$ cat src/hw/rtl/tcc_pkg.sv
// ----------------------------------------------------------------------------
// tcc_pkg
// Shared types and constants for the timed color crossfade block.
// ----------------------------------------------------------------------------
package tcc_pkg;

	localparam int unsigned CH_W   = 8;
	localparam int unsigned TIME_W = 32;
	localparam int unsigned LEN_W  = 15;
	localparam int unsigned CFG_W  = 32;
	localparam int unsigned IDX_W  = 2;
	localparam int unsigned NCH    = 3;

	localparam logic [CH_W-1:0] CH_MAX = 8'hFF;

	localparam logic [IDX_W-1:0] CFG_FADE_START    = 2'd0;
	localparam logic [IDX_W-1:0] CFG_FADE_LENGTH   = 2'd1;
	localparam logic [IDX_W-1:0] CFG_FADE_DISABLED = 2'd2;

	typedef struct packed {
		logic busy;
		logic done;
	} tcc_div_stat_t;

	typedef enum logic [5:0] {
		S_IDLE   = 6'b000001,
		S_DSTART = 6'b000010,
		S_DWAIT  = 6'b000100,
		S_SEL    = 6'b001000,
		S_MUL    = 6'b010000,
		S_RED    = 6'b100000
	} tcc_state_t;

endpackage

$ cat src/hw/rtl/tcc_if.sv
// ----------------------------------------------------------------------------
// tcc_if
// Valid/ready channels for pixel items and blended results.
// ----------------------------------------------------------------------------
interface tcc_item_if;
	logic        valid;
	logic        ready;
	logic [31:0] now_time;
	logic [7:0]  first_red;
	logic [7:0]  first_green;
	logic [7:0]  first_blue;
	logic [7:0]  second_red;
	logic [7:0]  second_green;
	logic [7:0]  second_blue;

	modport source (output valid, now_time, first_red, first_green, first_blue,
		second_red, second_green, second_blue, input ready);
	modport sink (input valid, now_time, first_red, first_green, first_blue,
		second_red, second_green, second_blue, output ready);
endinterface

interface tcc_result_if;
	logic       valid;
	logic       ready;
	logic [7:0] out_red;
	logic [7:0] out_green;
	logic [7:0] out_blue;
	logic       fade_done;

	modport source (output valid, out_red, out_green, out_blue, fade_done, input ready);
	modport sink (input valid, out_red, out_green, out_blue, fade_done, output ready);
endinterface

$ cat src/hw/rtl/timed_color_crossfade.sv
// A transaction goes from S_SEL to the output register when the factor is 0 or
// 255, and through S_MUL and S_RED per channel when blending a cached factor.
// A new time stamp first passes S_DSTART and S_DWAIT when the bit-serial factor
// divider runs. The next transaction can be taken in the cycle after the result is
// loaded into the output register, which holds a stalled result while the next
// item runs. Reset clears cache and done flag, and resets control and fade state.
// ----------------------------------------------------------------------------
// timed_color_crossfade
// Time-driven RGB crossfade with cached blend factor and sticky done flag.
// ----------------------------------------------------------------------------
module timed_color_crossfade (
	input  logic                              clk,
	input  logic                              arst_n,
	tcc_item_if.sink                          item,
	tcc_result_if.source                      result,
	input  logic                              cfg_we,
	input  logic [tcc_pkg::IDX_W-1:0]         cfg_index,
	input  logic [tcc_pkg::CFG_W-1:0]         cfg_data
);
	localparam int unsigned CHI_W = $clog2(tcc_pkg::NCH);

	tcc_pkg::tcc_state_t          state_q;
	logic [tcc_pkg::TIME_W-1:0]   fade_start_q;
	logic [tcc_pkg::LEN_W-1:0]    fade_length_q;
	logic                         fade_disabled_q;
	logic [tcc_pkg::CH_W-1:0]     factor_q;
	logic [tcc_pkg::TIME_W-1:0]   cached_time_q;
	logic                         cache_valid_q;
	logic                         done_q;
	logic                         out_pend_q;
	logic [tcc_pkg::TIME_W-1:0]   elapsed_q;
	logic [CHI_W-1:0]             ch_q;
	logic [tcc_pkg::CH_W-1:0]     first_q  [tcc_pkg::NCH];
	logic [tcc_pkg::CH_W-1:0]     second_q [tcc_pkg::NCH];
	logic [tcc_pkg::CH_W-1:0]     res_q    [tcc_pkg::NCH];
	logic                         rvalid_q;
	logic [tcc_pkg::CH_W-1:0]     out_red_q;
	logic [tcc_pkg::CH_W-1:0]     out_green_q;
	logic [tcc_pkg::CH_W-1:0]     out_blue_q;
	logic                         out_done_q;

	logic                         accept;
	logic                         refresh;
	logic                         load_out;
	logic                         div_start;
	logic [tcc_pkg::TIME_W-1:0]   scaled;
	tcc_pkg::tcc_div_stat_t       div_stat;
	logic [tcc_pkg::CH_W-1:0]     div_factor;
	logic [tcc_pkg::CH_W-1:0]     blend_val;

	assign item.ready = (state_q == tcc_pkg::S_IDLE) && !out_pend_q;
	assign accept     = item.valid && item.ready;
	assign refresh    = !cache_valid_q || (item.now_time != cached_time_q);
	assign load_out   = out_pend_q && (!rvalid_q || result.ready);
	assign div_start  = (state_q == tcc_pkg::S_DSTART);
	assign scaled     = {elapsed_q[tcc_pkg::TIME_W-9:0], 8'h00} - elapsed_q;

	tcc_div u_div (
		.clk      (clk),
		.arst_n   (arst_n),
		.start    (div_start),
		.dividend (scaled),
		.divisor  (fade_length_q),
		.stat     (div_stat),
		.factor   (div_factor)
	);

	tcc_blend u_blend (
		.clk   (clk),
		.en    (state_q == tcc_pkg::S_MUL),
		.a     (first_q[ch_q]),
		.b     (second_q[ch_q]),
		.f     (factor_q),
		.value (blend_val)
	);

	always_ff @(posedge clk or negedge arst_n) begin
		if (!arst_n) begin
			state_q         <= tcc_pkg::S_IDLE;
			fade_start_q    <= '0;
			fade_length_q   <= tcc_pkg::LEN_W'(1);
			fade_disabled_q <= 1'b1;
			factor_q        <= '0;
			cached_time_q   <= '0;
			cache_valid_q   <= 1'b0;
			done_q          <= 1'b0;
			out_pend_q      <= 1'b0;
			rvalid_q        <= 1'b0;
			ch_q            <= '0;
		end else begin
			if (cfg_we) begin
				unique case (cfg_index)
					tcc_pkg::CFG_FADE_START: begin
						fade_start_q <= cfg_data;
						done_q       <= 1'b0;
					end
					tcc_pkg::CFG_FADE_LENGTH: begin
						fade_length_q <= cfg_data[tcc_pkg::LEN_W-1:0];
						done_q        <= 1'b0;
					end
					tcc_pkg::CFG_FADE_DISABLED: fade_disabled_q <= cfg_data[0];
					default: ;
				endcase
			end

			if (load_out) begin
				rvalid_q   <= 1'b1;
				out_pend_q <= 1'b0;
			end else if (result.ready) begin
				rvalid_q <= 1'b0;
			end

			unique case (state_q)
				tcc_pkg::S_IDLE: begin
					if (accept) begin
						if (refresh) begin
							cached_time_q <= item.now_time;
							cache_valid_q <= 1'b1;
							if (fade_disabled_q) begin
								factor_q <= '0;
								state_q  <= tcc_pkg::S_SEL;
							end else if (fade_length_q == '0) begin
								factor_q <= tcc_pkg::CH_MAX;
								state_q  <= tcc_pkg::S_SEL;
							end else begin
								state_q <= tcc_pkg::S_DSTART;
							end
						end else begin
							state_q <= tcc_pkg::S_SEL;
						end
					end
				end
				tcc_pkg::S_DSTART: state_q <= tcc_pkg::S_DWAIT;
				tcc_pkg::S_DWAIT: begin
					if (div_stat.done) begin
						factor_q <= div_factor;
						state_q  <= tcc_pkg::S_SEL;
					end
				end
				tcc_pkg::S_SEL: begin
					ch_q <= '0;
					if (factor_q == '0) begin
						out_pend_q <= 1'b1;
						state_q    <= tcc_pkg::S_IDLE;
					end else if (factor_q == tcc_pkg::CH_MAX) begin
						done_q     <= 1'b1;
						out_pend_q <= 1'b1;
						state_q    <= tcc_pkg::S_IDLE;
					end else begin
						state_q <= tcc_pkg::S_MUL;
					end
				end
				tcc_pkg::S_MUL: state_q <= tcc_pkg::S_RED;
				tcc_pkg::S_RED: begin
					if (ch_q == CHI_W'(tcc_pkg::NCH - 1)) begin
						out_pend_q <= 1'b1;
						state_q    <= tcc_pkg::S_IDLE;
					end else begin
						ch_q    <= ch_q + 1'b1;
						state_q <= tcc_pkg::S_MUL;
					end
				end
				default: state_q <= tcc_pkg::S_IDLE;
			endcase
		end
	end

	always_ff @(posedge clk) begin
		if (accept) begin
			elapsed_q   <= item.now_time - fade_start_q;
			first_q[0]  <= item.first_red;
			first_q[1]  <= item.first_green;
			first_q[2]  <= item.first_blue;
			second_q[0] <= item.second_red;
			second_q[1] <= item.second_green;
			second_q[2] <= item.second_blue;
		end
		if (state_q == tcc_pkg::S_SEL) begin
			for (int i = 0; i < tcc_pkg::NCH; i++) begin
				res_q[i] <= (factor_q == tcc_pkg::CH_MAX) ? second_q[i] : first_q[i];
			end
		end
		if (state_q == tcc_pkg::S_RED) begin
			res_q[ch_q] <= blend_val;
		end
		if (load_out) begin
			out_red_q   <= res_q[0];
			out_green_q <= res_q[1];
			out_blue_q  <= res_q[2];
			out_done_q  <= done_q;
		end
	end

	assign result.valid     = rvalid_q;
	assign result.out_red   = out_red_q;
	assign result.out_green = out_green_q;
	assign result.out_blue  = out_blue_q;
	assign result.fade_done = out_done_q;

endmodule

$ cat src/hw/rtl/tcc_div.sv
// ----------------------------------------------------------------------------
// tcc_div
// Serial restoring divider, 32-bit dividend by 15-bit divisor, one bit/cycle.
// ----------------------------------------------------------------------------
module tcc_div (
	input  logic                               clk,
	input  logic                               arst_n,
	input  logic                               start,
	input  logic [tcc_pkg::TIME_W-1:0]         dividend,
	input  logic [tcc_pkg::LEN_W-1:0]          divisor,
	output tcc_pkg::tcc_div_stat_t             stat,
	output logic [tcc_pkg::CH_W-1:0]           factor
);
	localparam int unsigned CNT_W = $clog2(tcc_pkg::TIME_W);

	logic                         busy_q;
	logic                         done_q;
	logic [CNT_W-1:0]             cnt_q;
	logic [tcc_pkg::TIME_W-1:0]   dvd_q;
	logic [tcc_pkg::LEN_W-1:0]    dvs_q;
	logic [tcc_pkg::LEN_W:0]      rem_q;
	logic [tcc_pkg::LEN_W:0]      rem_sh;
	logic [tcc_pkg::LEN_W+1:0]    trial;
	logic                         qbit;

	assign rem_sh = {rem_q[tcc_pkg::LEN_W-1:0], dvd_q[tcc_pkg::TIME_W-1]};
	assign trial  = {1'b0, rem_sh} - {2'b00, dvs_q};
	assign qbit   = ~trial[tcc_pkg::LEN_W+1];

	always_ff @(posedge clk or negedge arst_n) begin
		if (!arst_n) begin
			busy_q <= 1'b0;
			done_q <= 1'b0;
			cnt_q  <= '0;
		end else begin
			if (start) begin
				busy_q <= 1'b1;
				done_q <= 1'b0;
				cnt_q  <= '0;
			end else if (busy_q) begin
				cnt_q <= cnt_q + 1'b1;
				if (cnt_q == CNT_W'(tcc_pkg::TIME_W - 1)) begin
					busy_q <= 1'b0;
					done_q <= 1'b1;
				end else begin
					done_q <= 1'b0;
				end
			end else begin
				done_q <= 1'b0;
			end
		end
	end

	always_ff @(posedge clk) begin
		if (start) begin
			dvd_q <= dividend;
			dvs_q <= divisor;
			rem_q <= '0;
		end else if (busy_q) begin
			dvd_q <= {dvd_q[tcc_pkg::TIME_W-2:0], qbit};
			rem_q <= qbit ? trial[tcc_pkg::LEN_W:0] : rem_sh;
		end
	end

	assign stat.busy = busy_q;
	assign stat.done = done_q;
	// saturate quotient at full scale
	assign factor = (|dvd_q[tcc_pkg::TIME_W-1:tcc_pkg::CH_W]) ? tcc_pkg::CH_MAX
		: dvd_q[tcc_pkg::CH_W-1:0];

endmodule

$ cat src/hw/rtl/tcc_blend.sv
// ----------------------------------------------------------------------------
// tcc_blend
// Shared channel blend unit: weighted sum registered, then divide by 255.
// ----------------------------------------------------------------------------
module tcc_blend (
	input  logic                     clk,
	input  logic                     en,
	input  logic [tcc_pkg::CH_W-1:0] a,
	input  logic [tcc_pkg::CH_W-1:0] b,
	input  logic [tcc_pkg::CH_W-1:0] f,
	output logic [tcc_pkg::CH_W-1:0] value
);
	localparam int unsigned PW = 2 * tcc_pkg::CH_W;

	logic [PW-1:0]            prod_s1;
	logic                     nz_s1;
	logic [tcc_pkg::CH_W-1:0] fi;
	logic [PW-1:0]            sum;
	logic [PW-1:0]            adj;
	logic [tcc_pkg::CH_W-1:0] q;

	assign fi  = tcc_pkg::CH_MAX - f;
	assign sum = PW'(fi) * PW'(a) + PW'(f) * PW'(b);

	always_ff @(posedge clk) begin
		if (en) begin
			prod_s1 <= sum;
			nz_s1   <= (a != '0) || (b != '0);
		end
	end

	// x/255 for x <= 255*255
	assign adj   = prod_s1 + (prod_s1 >> tcc_pkg::CH_W) + PW'(1);
	assign q     = adj[PW-1:tcc_pkg::CH_W];
	assign value = (q == '0 && nz_s1) ? tcc_pkg::CH_W'(1) : q;

endmodule

$ cat src/flat_wrapper.sv
// flat-port wrapper written by rule: the top's interface ports become plain ports
module timed_color_crossfade_flat 
  (clk, arst_n, cfg_we, cfg_index, cfg_data, item_valid, item_now_time, item_first_red, item_first_green, item_first_blue, item_second_red, item_second_green, item_second_blue, item_ready, result_valid, result_out_red, result_out_green, result_out_blue, result_fade_done, result_ready);
  tcc_item_if item_i ();
  tcc_result_if result_i ();
  input  logic clk;
  input  logic arst_n;
  input  logic cfg_we;
  input  logic [tcc_pkg::IDX_W-1:0] cfg_index;
  input  logic [tcc_pkg::CFG_W-1:0] cfg_data;
  input wire logic [$bits(item_i.valid)-1:0] item_valid;
  input wire logic [$bits(item_i.now_time)-1:0] item_now_time;
  input wire logic [$bits(item_i.first_red)-1:0] item_first_red;
  input wire logic [$bits(item_i.first_green)-1:0] item_first_green;
  input wire logic [$bits(item_i.first_blue)-1:0] item_first_blue;
  input wire logic [$bits(item_i.second_red)-1:0] item_second_red;
  input wire logic [$bits(item_i.second_green)-1:0] item_second_green;
  input wire logic [$bits(item_i.second_blue)-1:0] item_second_blue;
  output wire logic [$bits(item_i.ready)-1:0] item_ready;
  output wire logic [$bits(result_i.valid)-1:0] result_valid;
  output wire logic [$bits(result_i.out_red)-1:0] result_out_red;
  output wire logic [$bits(result_i.out_green)-1:0] result_out_green;
  output wire logic [$bits(result_i.out_blue)-1:0] result_out_blue;
  output wire logic [$bits(result_i.fade_done)-1:0] result_fade_done;
  input wire logic [$bits(result_i.ready)-1:0] result_ready;
  assign item_i.valid = item_valid;
  assign item_i.now_time = item_now_time;
  assign item_i.first_red = item_first_red;
  assign item_i.first_green = item_first_green;
  assign item_i.first_blue = item_first_blue;
  assign item_i.second_red = item_second_red;
  assign item_i.second_green = item_second_green;
  assign item_i.second_blue = item_second_blue;
  assign item_ready = item_i.ready;
  assign result_valid = result_i.valid;
  assign result_out_red = result_i.out_red;
  assign result_out_green = result_i.out_green;
  assign result_out_blue = result_i.out_blue;
  assign result_fade_done = result_i.fade_done;
  assign result_i.ready = result_ready;
  timed_color_crossfade u_core (.clk(clk), .arst_n(arst_n), .item(item_i), .result(result_i), .cfg_we(cfg_we), .cfg_index(cfg_index), .cfg_data(cfg_data));
endmodule
$ cat config.mk
export PLATFORM = sky130hd
export DESIGN_NAME = timed_color_crossfade_flat
export DESIGN_NICKNAME = d
export VERILOG_FILES = /design/src/hw/rtl/tcc_pkg.sv /design/src/hw/rtl/tcc_if.sv /design/src/hw/rtl/timed_color_crossfade.sv /design/src/hw/rtl/tcc_div.sv /design/src/hw/rtl/tcc_blend.sv /design/src/flat_wrapper.sv
export SDC_FILE = /design/constraint.sdc
export NUM_CORES = 1
export LEC_CHECK = 0
export BUFFER_PORTS_ARGS = -buffer_cell sky130_fd_sc_hd__buf_2
export CORE_MARGIN = 2
export CORE_UTILIZATION = 56
export CTS_CLUSTER_DIAMETER = 150
export DETAILED_ROUTE_END_ITERATION = 10
export PLACE_DENSITY = 0.78
export SYNTH_ARGS = -nofsm -noshare
export SYNTH_HDL_FRONTEND = slang
export SYNTH_SLANG_ARGS = --single-unit
$ cat constraint.sdc
create_clock -name clk -period 6 [get_ports clk]
set_input_delay 1.2 -clock clk [delete_from_list [all_inputs] [get_ports clk]]
set_output_delay 1.2 -clock clk [all_outputs]
set_load 0.02 [all_outputs]
==> summary.md, run 1 <==
| Metric | Value |
|---|---|
| Outcome | complete, but fails checks |
| Failing checks | setup timing |
| Max incr delay on CP | between 0.5 and 0.6 ns |
| # setup viols final | 2 |
| Vias per std cell | 5.74 |
| Final Critical Period | between 6 and 7 ns |
| H-tree lvl count | 2 |
| Final count of hold timing violations | 0 |
| I/O Buffers | between 100 and 150 |
| Core area | ~37000 µm² |
| Skew-Pair Late Insertion Delay | approximately 0.54 ns |
| DRC violations left | 0 |
| RSZ-0062 raised after global routing | yes |
| Cells along the critical path | buf_6 > buf_4 > mux2i_1 > nor2_1 > a21oi_2 > buf_6 > nor2_1 > fa_1 > fa_1 > fa_1 > fa_1 > fa_1 > inv_2 > fa_1 > inv_1 > ha_2 > and2_4 > a31o_4 > a41o_1 > o41ai_4 > mux2i_1 > a2111o_1 |
| Mux contribution to synthesized area | around 5.7% |
| Slew headroom | between 10% and 20% |
| Crit Reg-Reg Endpoint | u_core.u_blend.prod_s1[15]$_DFFE_PP_ |
| Synth cell count leaders | 242 x inv_1, 193 x edfxtp_1, 167 x nor2_1 |
| Top delay family on crit path | adder cells |
| Adder-cell share of the synthesized area | 18.1% |
| Pre-CTS WS | -0.334 ns |
| Pins Over Slew Limit | 0 |
| Most frequent cell after synthesis | inv_1 |
| Flop2flop setup slack | -0.30 ns |
| Post-route design area | ~24000 µm² |
| Synth unique cells | 80 |
| CTS Buffer Depth | 3 |
| Avg Synthesized Cell Area | between 10 and 15 µm² |
| Most frequent CP cell | fa_1 |
| CP max FO | 6 |
| Synth async-reset ratio | between 30% and 40% |
| Vias in the first global route | 16000 |
| Post-Route WL | 51500 µm |
| Skew final | 0.0178 ns |
| Die Area | between 30000 and 40000 µm² |
| Final cell count without fillers | 2690 |
| Final Worst Setup Slack | -0.302 ns |
| Hold endpoint | result_out_blue[6]$_DFFE_PP_ |
| Global-route wire length before repair | around 83000 µm |
| Cell count after synthesis | between 1500 and 2000 |
| Clock transition at path regs | about 0.060 ns |
| CTS tree | done |
| Initial antenna violation count | 0 |
| Syn Nets | around 2300 |
| Starting Density | a little under three fifths |
| Critical path's slowest cell | fa_1 |
| R2R cell count | 22 |
| Share of layout cells above drive strength 1 | about a fifth |
| Dpl hpwl | roughly 40000 µm |
| Critical path type | reg -> reg |
| Rows | 70 |
| CTS buffer count | 35 |
| #FFs+latches synth | 315 |
| Worst Path Required | around 6.3 ns |
| Reg2reg start | u_core.ch_q[0]$_DFFE_PN0P_ |
| Overflow after GRT | 0 |
| Final period util | 105% |
| ANT nets after route | 0 |
| Placed cell count | ~2600 |
| Sink Count | between 300 and 400 |
| Simple-gate portion of the synthesized area | roughly an eighth |
| Hold depth | 0 |
| Crit end category | flop |
| Global-route total usage across every layer | roughly 27% |
| Sequential share of the synthesized area | a little over two fifths |
| Worst Setup Start Kind | flop |
| # nets final | approximately 2600 |
| Gp weighted congestion | between 0.9 and 1 |
| Crit path buf inv count | 5 |
| Iter 0 DRT Violations | between 1000 and 1500 |
| Syn-to-layout area delta | 15.5% |
| Max-Cap Viols | 0 |
| Fin util | 65.6% |
| Die height | ~200 µm |
| Worst slew pin tran | ~1.2 ns |
| Number of enable flip-flop cells after synthesis | roughly 190 |
| Yosys warns | 0 |
| Largest net degree at the start of global routing | 86 |
| Largest area contributor in the netlist | edfxtp_1 |
| Die width | slightly below 200 µm |
| HP Start | u_core.res_q[2][6]$_DFFE_PP_ |
| Cell area after synthesis | 20700 µm² |
| Worst min path class | reg -> reg |
| Area fraction of the dominant cell type after synthesis | 27.9% |
| Crit path arrival time | roughly 6.6 ns |
| Area of placed instances | between 20000 and 25000 µm² |
| Most used flip-flop cell after synthesis | edfxtp_1 |
| TritonRoute pass-1 iters | 5 |
| Routed vias | approximately 15000 |
| Post-synthesis xor/xnor area fraction | 4.98% |
| N_diodes | 0 |
| Number of I/O pins | between 100 and 150 |
| Compound-Gate Fraction of Synth Area | between 10% and 20% |
| Peak Freq | approximately 0.16 GHz |
| Largest family of logic cells by synthesized area | adder cells |
| Top cells by area, synth | edfxtp_1 28%, dfrtp_1 13%, fa_1 9.5%, ha_1 8.7%, inv_1 4.4% |
| WL per Instance | about 19 µm |
| Root buffer cell | clkbuf_16 |
[flip-flops by register name (all words and copies together), names as in the netlist, 15 cells and up]
name / count
u_core.cached_time_q: 32
u_core.elapsed_q: 32
u_core.fade_length_q: 15
u_core.fade_start_q: 32
u_core.first_q: 24
u_core.res_q: 24
u_core.second_q: 24
u_core.u_blend.prod_s1: 16
u_core.u_div.dvd_q: 32
u_core.u_div.dvs_q: 15
u_core.u_div.rem_q: 15
[layout by cell type, fill, tap and decap left out, types with 7 or more instances in the layout]
master and count:
nand4_1 16, a21oi_1 83, ha_1 137, nor3_1 25, and3_1 7, o21ai_1 8, or3_1 10, or2_4 8
o211ai_1 8, o21bai_1 14, buf_6 9, buf_2 144, clkbuf_16 37, a211oi_1 11, edfxtp_1 193, inv_1 236
o21a_1 20, a31oi_1 11, xnor2_1 52, nor4_1 21, nand2b_1 16, buf_4 73, a21o_1 32, mux2i_1 46
dfrtp_1 104, mux2_2 60, a21oi_2 12, nor2_1 159, nand2_1 155, fa_1 96, o21ai_0 134, xor2_1 65
clkbuf_1 10, nand3_1 26, dfxtp_1 15, or2_2 24
[per-layer routing]
| metal | vias to the layer above | wire [µm] | global-route usage (%) |
|---|---|---|---|
| met3 | 103 | 2850 | 3.08 |
| met4 | 0 | 1600 | 8.84 |
| met5 | - | 0 | 0 |
| li1 | 7275 | - | - |
| met1 | 7535 | 20800 | 33.9 |
| met2 | 538 | 26200 | 49.0 |
[worst max-delay path by stage]
stage          depth (start not counted)  slack (ns)                                    to                        from
2_1_floorplan                         22       -0.11  u_core.u_blend.prod_s1[15]$_DFFE_PP_  u_core.ch_q[0]$_DFFE_PN0P_
3_3_place_gp                          22       -0.29  u_core.u_blend.prod_s1[15]$_DFFE_PP_  u_core.ch_q[0]$_DFFE_PN0P_
3_5_place_dp                          21       -0.33  u_core.u_blend.prod_s1[15]$_DFFE_PP_  u_core.ch_q[0]$_DFFE_PN0P_
4_1_cts                               22       -0.23  u_core.u_blend.prod_s1[15]$_DFFE_PP_  u_core.ch_q[0]$_DFFE_PN0P_
5_1_grt                               22       -0.47  u_core.u_blend.prod_s1[15]$_DFFE_PP_  u_core.ch_q[0]$_DFFE_PN0P_
6_report                              22       -0.30  u_core.u_blend.prod_s1[15]$_DFFE_PP_  u_core.ch_q[0]$_DFFE_PN0P_
[logic make-up after synthesis]
logic type	Yosys count
AO/OA/AOI/OAI	386
XOR/XNOR	118
adder cells (fa/ha/maj)	242
buffers and inverters	297
flip-flops	315
multiplexers	110
other	1
AND/OR/NAND/NOR	516
[what timing repair did]
action / in CTS / in global routing
hold buffers: 0 / 0
resized for setup: 21 / 29
pin swaps: 30 / 34
endpoints found under the setup margin: 4 / 5
endpoints found under the hold margin: 0 / 0
setup buffers: 5 / 5
[stage by stage]
stage,TNS [ns],hold WS [ns]
after floorplan,-0.110,0.400
after global placement,-0.302,0.400
after detailed placement,-0.518,0.405
after CTS,-0.260,0.418
after global routing,-0.812,0.424
final,-0.358,0.417
[cell type report]
type,count,area (µm²)
Clock inverter,14,170
Sequential cell,315,8780
Clock buffer,49,991
Timing Repair Buffer,229,1430
Fill cell,2775,12600
Inverter,242,908
Multi-Input combinational cell,1373,11100
Tap cell,468,586
Power of run 1 is not shown: default switching activity piles up to over one toggle a cycle in this logic, so the estimate is an artifact.
==> inputs of run 2 (changes only) <==
Settings changed: CORE_UTILIZATION 56 to 50, PLACE_DENSITY 0.78 to 0.71.
==> run 2 against run 1 <==
  * The run still ends with setup timing left
  * Register-to-register slack gained 0.02 ns
  * Design area is essentially flat
  * Clock skew shrank 0.0034 ns
  * Critical path depth is the same
  * Sequential share of layout area is essentially flat
  * Non-clock buffer count shrank 4
  * Worst setup slack gained 0.018 ns
  * Die area grew 12%
==> summary.md, run 2 (synthesis gave the netlist of run 1 again) <==
| Metric | Value |
|---|---|
| Skew-Pair Late Insertion Delay | between 0.5 and 0.6 ns |
| CTS tree | done |
| Fin util | 58.5% |
| Worst min path class | reg -> reg |
| Die height | approximately 210 µm |
| Skew final | approximately 0.014 ns |
| Peak Freq | between 0.15 and 0.2 GHz |
| Register area | a little under 9000 µm² |
| # setup viols final | 3 |
| CTS Hold Bufs | 0 |
| Outcome | complete, but fails checks |
| WL per Instance | between 15 and 20 µm |
| Die Area | approximately 43000 µm² |
| Core area | between 40000 and 50000 µm² |
| ANT nets after route | 0 |
| TritonRoute pass-1 iters | 6 |
| Clock transition at path regs | 0.06 ns |
| Vias per std cell | between 5 and 6 |
| Area of the multi-input gates | roughly 11000 µm² |
| Gp weighted congestion | 0.920 |
| RSZ-0062 raised after global routing | yes |
| Routed vias | approximately 15000 |
| CP max FO | 7 |
| Max-Cap Viols | 0 |
| Crit end category | flop |
| Overflow after GRT | 0 |
| Post-Route WL | about 49000 µm |
| Final Critical Period | about 6.3 ns |
| Slew headroom | approximately a quarter |
| Die width | between 200 and 250 µm |
| Starting Density | around 50% |
| Root buffer cell | clkbuf_16 |
| Syn-to-layout area delta | 15.4% |
| Commonest non-fill, non-tap cell in the layout | inv_1 |
| Worst slew pin tran | ~1.1 ns |
| Rows | 74 |
| Sink Count | ~320 |
| Number of I/O pins | 146 |
| CTS Buffer Depth | 3 |
| Iter 0 DRT Violations | 1073 |
| Hold depth | 0 |
| N_diodes | 0 |
| Final Worst Setup Slack | -0.283 ns |
| Global-route total usage across every layer | a little under a quarter |
| Worst Path Required | about 6.3 ns |
| DRC violations left | 0 |
| Most frequent cells in the layout | 242 x inv_1, 193 x edfxtp_1, 159 x nor2_1 |
| Worst Setup Start Kind | flop |
| Pins Over Slew Limit | 0 |
| Global-route wire length before repair | roughly 80000 µm |
| TNS Setup | -0.423 ns |
| H-tree lvl count | 2 |
| CTS buffer count | 36 |
| Final count of hold timing violations | 0 |
| Vias in the first global route | between 15000 and 20000 |
| Critical path type | reg -> reg |
| I/O Buffers | roughly 150 |
| Dpl hpwl | 38300 µm |
| Initial antenna violation count | 2 |
| Largest net degree at the start of global routing | 86 |
| Share of layout cells above drive strength 1 | 19.2% |
| R2R cell count | 22 |
| Crit path arrival time | 6.56 ns |
| FILL cells | around 3500 |
| Final period util | 105% |
| Failing checks | setup timing |
| # nets final | about 2600 |
## run 2: cell types whose count changed in the layout (fill, tap and decap cells not counted), sizes merged
cell,before,now
buf,229,225
clkinvlp,0,2
clkbuf,49,46
inv,245,244
clkinv,8,13
## run 2: per-layer routing
layer | GRT usage [%] | vias to the layer above | share of wire [%]
met4 | 9.56 | 4 | 3.9
met2 | 39.0 | 472 | 48
met3 | 3.74 | 112 | 5.4
li1 | - | 7280 | -
met5 | 0 | - | 0.065
met1 | 29.5 | 7375 | 42
## run 2: final timing paths
check,start,slack (ns),endpoint
min in group asynchronous,arst_n,0.74,u_core.fade_start_q[27]$_DFFE_PN0P_
max reg2reg,u_core.ch_q[0]$_DFFE_PN0P_,-0.28,u_core.u_blend.prod_s1[15]$_DFFE_PP_
max,u_core.ch_q[0]$_DFFE_PN0P_,-0.28,u_core.u_blend.prod_s1[15]$_DFFE_PP_
min,u_core.res_q[1][2]$_DFFE_PP_,0.42,result_out_green[2]$_DFFE_PP_
max in group asynchronous,arst_n,4.12,u_core.factor_q[5]$_DFFE_PN0P_
min reg2reg,u_core.res_q[1][2]$_DFFE_PP_,0.42,result_out_green[2]$_DFFE_PP_
## run 2: final cells by class
cell class	count	share of cell area [%]
Clock inverter	20	0.842
Timing Repair Buffer	225	5.74
Sequential cell	315	36.7
Inverter	242	3.80
Multi-Input combinational cell	1373	46.0
Tap cell	532	2.78
Clock buffer	46	4.14
## run 2: critical path, stage by stage, from the launching register on
cell      delay [ns]
dfrtp_1         0.40
buf_4           0.19
mux2i_1         0.13
nor2_1          0.11
a21oi_1         0.05
buf_4           0.17
or2_2           0.29
fa_1            0.42
fa_1            0.54
inv_1           0.06
fa_1            0.55
fa_1            0.44
fa_1            0.52
inv_1           0.06
fa_1            0.47
inv_1           0.06
ha_4            0.23
a21o_1          0.15
a31o_1          0.20
a41o_1          0.22
o41ai_4         0.25
mux2i_1         0.13
a2111o_1        0.40
## run 2: repair_timing
action	CTS	global route
pin swaps	9	7
resized for setup	11	10
setup endpoints to repair	5	6
endpoints found under the hold margin	0	0
buffers inserted	3	3
## run 2: stage by stage
step / cells / worst slack, ns / cell area [µm²] / hold WS, ns
2_1_floorplan: 1985 / -0.110 / 20800 / 0.400
3_3_place_gp: 2681 / -0.417 / 22600 / 0.404
3_5_place_dp: 2681 / -0.566 / 22600 / 0.405
4_1_cts: 2750 / -0.323 / 23900 / 0.419
5_1_grt: 2753 / -0.495 / 23900 / 0.435
6_report: 2753 / -0.283 / 23900 / 0.418
Power of run 2 is left out for the same reason.
==> inputs of run 3 (changes only) <==
Settings changed: REMOVE_ABC_BUFFERS from default to 1.
==> run 3 against run 2 <==
  * Worst setup slack got worse by 0.11 ns
  * Worst hold slack improved by 0.0042 ns
  * Critical path depth fell by 1
  * The flow still finishes with violations (setup timing)
==> summary.md, run 3 (synthesis gave the netlist of run 1 again) <==
| Metric | Value |
|---|---|
| Outcome | complete, but fails checks |
| Failing checks | setup timing |
| Rows | between 70 and 80 |
| CTS Buffer Depth | 3 |
| Max incr delay on CP | roughly 0.58 ns |
| H-tree lvl count | 2 |
| Crit path arrival time | 6.67 ns |
| Critical path's slowest cell | fa_1 |
| Hold slack final | around 0.42 ns |
| Crit path buf inv count | 6 |
| Share of layout cells above drive strength 1 | 20.7% |
| Skew final | 0.0169 ns |
| Top delay family on crit path | adder cells |
| Number of I/O pins | between 100 and 150 |
| Crit end category | flop |
| Die Area | about 43000 µm² |
| Final Critical Period | roughly 6.4 ns |
| RSZ-0062 raised after global routing | yes |
| # setup viols final | 6 |
| N_diodes | 0 |
| CTS buffer count | 34 |
| Pins Over Slew Limit | 0 |
| # nets final | about 2600 |
| Final count of hold timing violations | 0 |
| Root buffer cell | clkbuf_16 |
| Final Worst Setup Slack | -0.390 ns |
| Vias in the first global route | approximately 15000 |
| Worst slew pin tran | between 1 and 1.5 ns |
| Routed vias | ~15000 |
| Register area | between 8000 and 9000 µm² |
| Skew-Pair Late Insertion Delay | 0.53 ns |
| Post-Route WL | just over 50000 µm |
| Slew headroom | 23.5% |
| Core area | ~41000 µm² |
| Global-route total usage across every layer | 24.1% |
| DRC violations left | 0 |
| Sink Count | between 300 and 400 |
| WL per Instance | 18.7 µm |
| Pre-CTS WS | -0.466 ns |
| Max-Cap Viols | 0 |
| I/O Buffers | ~150 |
| Die width | 208 µm |
| Starting Density | 50.7% |
| Most frequent cells in the layout | 236 x inv_1, 193 x edfxtp_1, 160 x nor2_1 |
| Largest net degree at the start of global routing | 83 |
| CTS tree | done |
| Gp weighted congestion | between 0.9 and 1 |
| Initial antenna violation count | 0 |
| ANT nets after route | 0 |
| Iter 0 DRT Violations | 1043 |
| Vias per std cell | between 5 and 6 |
| Worst Path Required | 6.28 ns |
| Cells along the critical path | buf_12 > buf_12 > mux2i_2 > o21a_1 > buf_4 > buf_4 > nor2_4 > fa_1 > fa_1 > fa_1 > fa_1 > fa_1 > inv_2 > fa_1 > inv_1 > ha_2 > a31o_4 > a41o_1 > o41ai_4 > mux2i_1 > a2111o_1 |
| Overflow after GRT | 0 |
| FILL cells | between 3000 and 4000 |
| Critical path type | reg -> reg |
| Clock transition at path regs | ~0.06 ns |
| Commonest non-fill, non-tap cell in the layout | inv_1 |
| Syn-to-layout area delta | 16.6% |
| Die height | around 210 µm |
| Fin util | between 50% and 60% |
| Worst min path class | reg -> reg |
| Global-route wire length before repair | slightly above 80000 µm |
| Most frequent CP cell | fa_1 |
| Area of the multi-input gates | around 11000 µm² |
| TritonRoute pass-1 iters | 5 |
| Dpl hpwl | around 40000 µm |
| CP max FO | 6 |
| Peak Freq | between 0.15 and 0.2 GHz |
| Final period util | 106% |
| Worst Setup Start Kind | flop |
## run 3: worst paths after layout
check	startpoint	endpoint	slack [ns]	cells after the start
worst max register to register	u_core.ch_q[0]$_DFFE_PN0P_	u_core.u_blend.prod_s1[15]$_DFFE_PP_	-0.39	21
worst min register to register	u_core.res_q[0][5]$_DFFE_PP_	result_out_red[5]$_DFFE_PP_	0.42	0
min in group asynchronous	arst_n	u_core.fade_start_q[31]$_DFFE_PN0P_	0.85	1
max in group asynchronous	arst_n	u_core.fade_length_q[0]$_DFFE_PN1P_	4.07	2
worst max-delay path	u_core.ch_q[0]$_DFFE_PN0P_	u_core.u_blend.prod_s1[15]$_DFFE_PP_	-0.39	21
worst min-delay path	u_core.res_q[0][5]$_DFFE_PP_	result_out_red[5]$_DFFE_PP_	0.42	0
## run 3: layout make-up
| cell class | count | share of cell area [%] |
|---|---|---|
| inverters | 242 | 3.76 |
| multi-input cells | 1373 | 45.9 |
| well taps | 532 | 2.75 |
| clock buffers | 42 | 3.81 |
| repair buffers | 247 | 6.64 |
| clock inverters | 18 | 0.833 |
| flip-flops and latches | 315 | 36.3 |
## run 3: per-layer routing
metal / up-vias / track usage (%) / wire, µm
met5: - / 0 / 0
met1: 7309 / 32.6 / 22600
met3: 101 / 3.71 / 3080
met4: 0 / 8.78 / 1910
li1: 7318 / - / -
met2: 526 / 39.7 / 24200
## run 3: timing repair
action | CTS | global route
setup buffers | 14 | 9
gates resized for setup | 36 | 31
cloned | 1 | 0
hold buffers | 0 | 0
setup endpoints to repair | 6 | 8
endpoints found under the hold margin | 0 | 0
pin swaps | 37 | 44
## run 3: through the flow
stage,instances,setup TNS [ns],cell area (µm²)
finish,2769,-0.741,24200
global route,2769,-1.89,24200
CTS,2762,-1.25,24000
detailed placement,2690,-1.11,22600
global placement,2690,-0.836,22600
floorplan,1930,-0.965,20500
Power of run 3 is left out for the same reason.
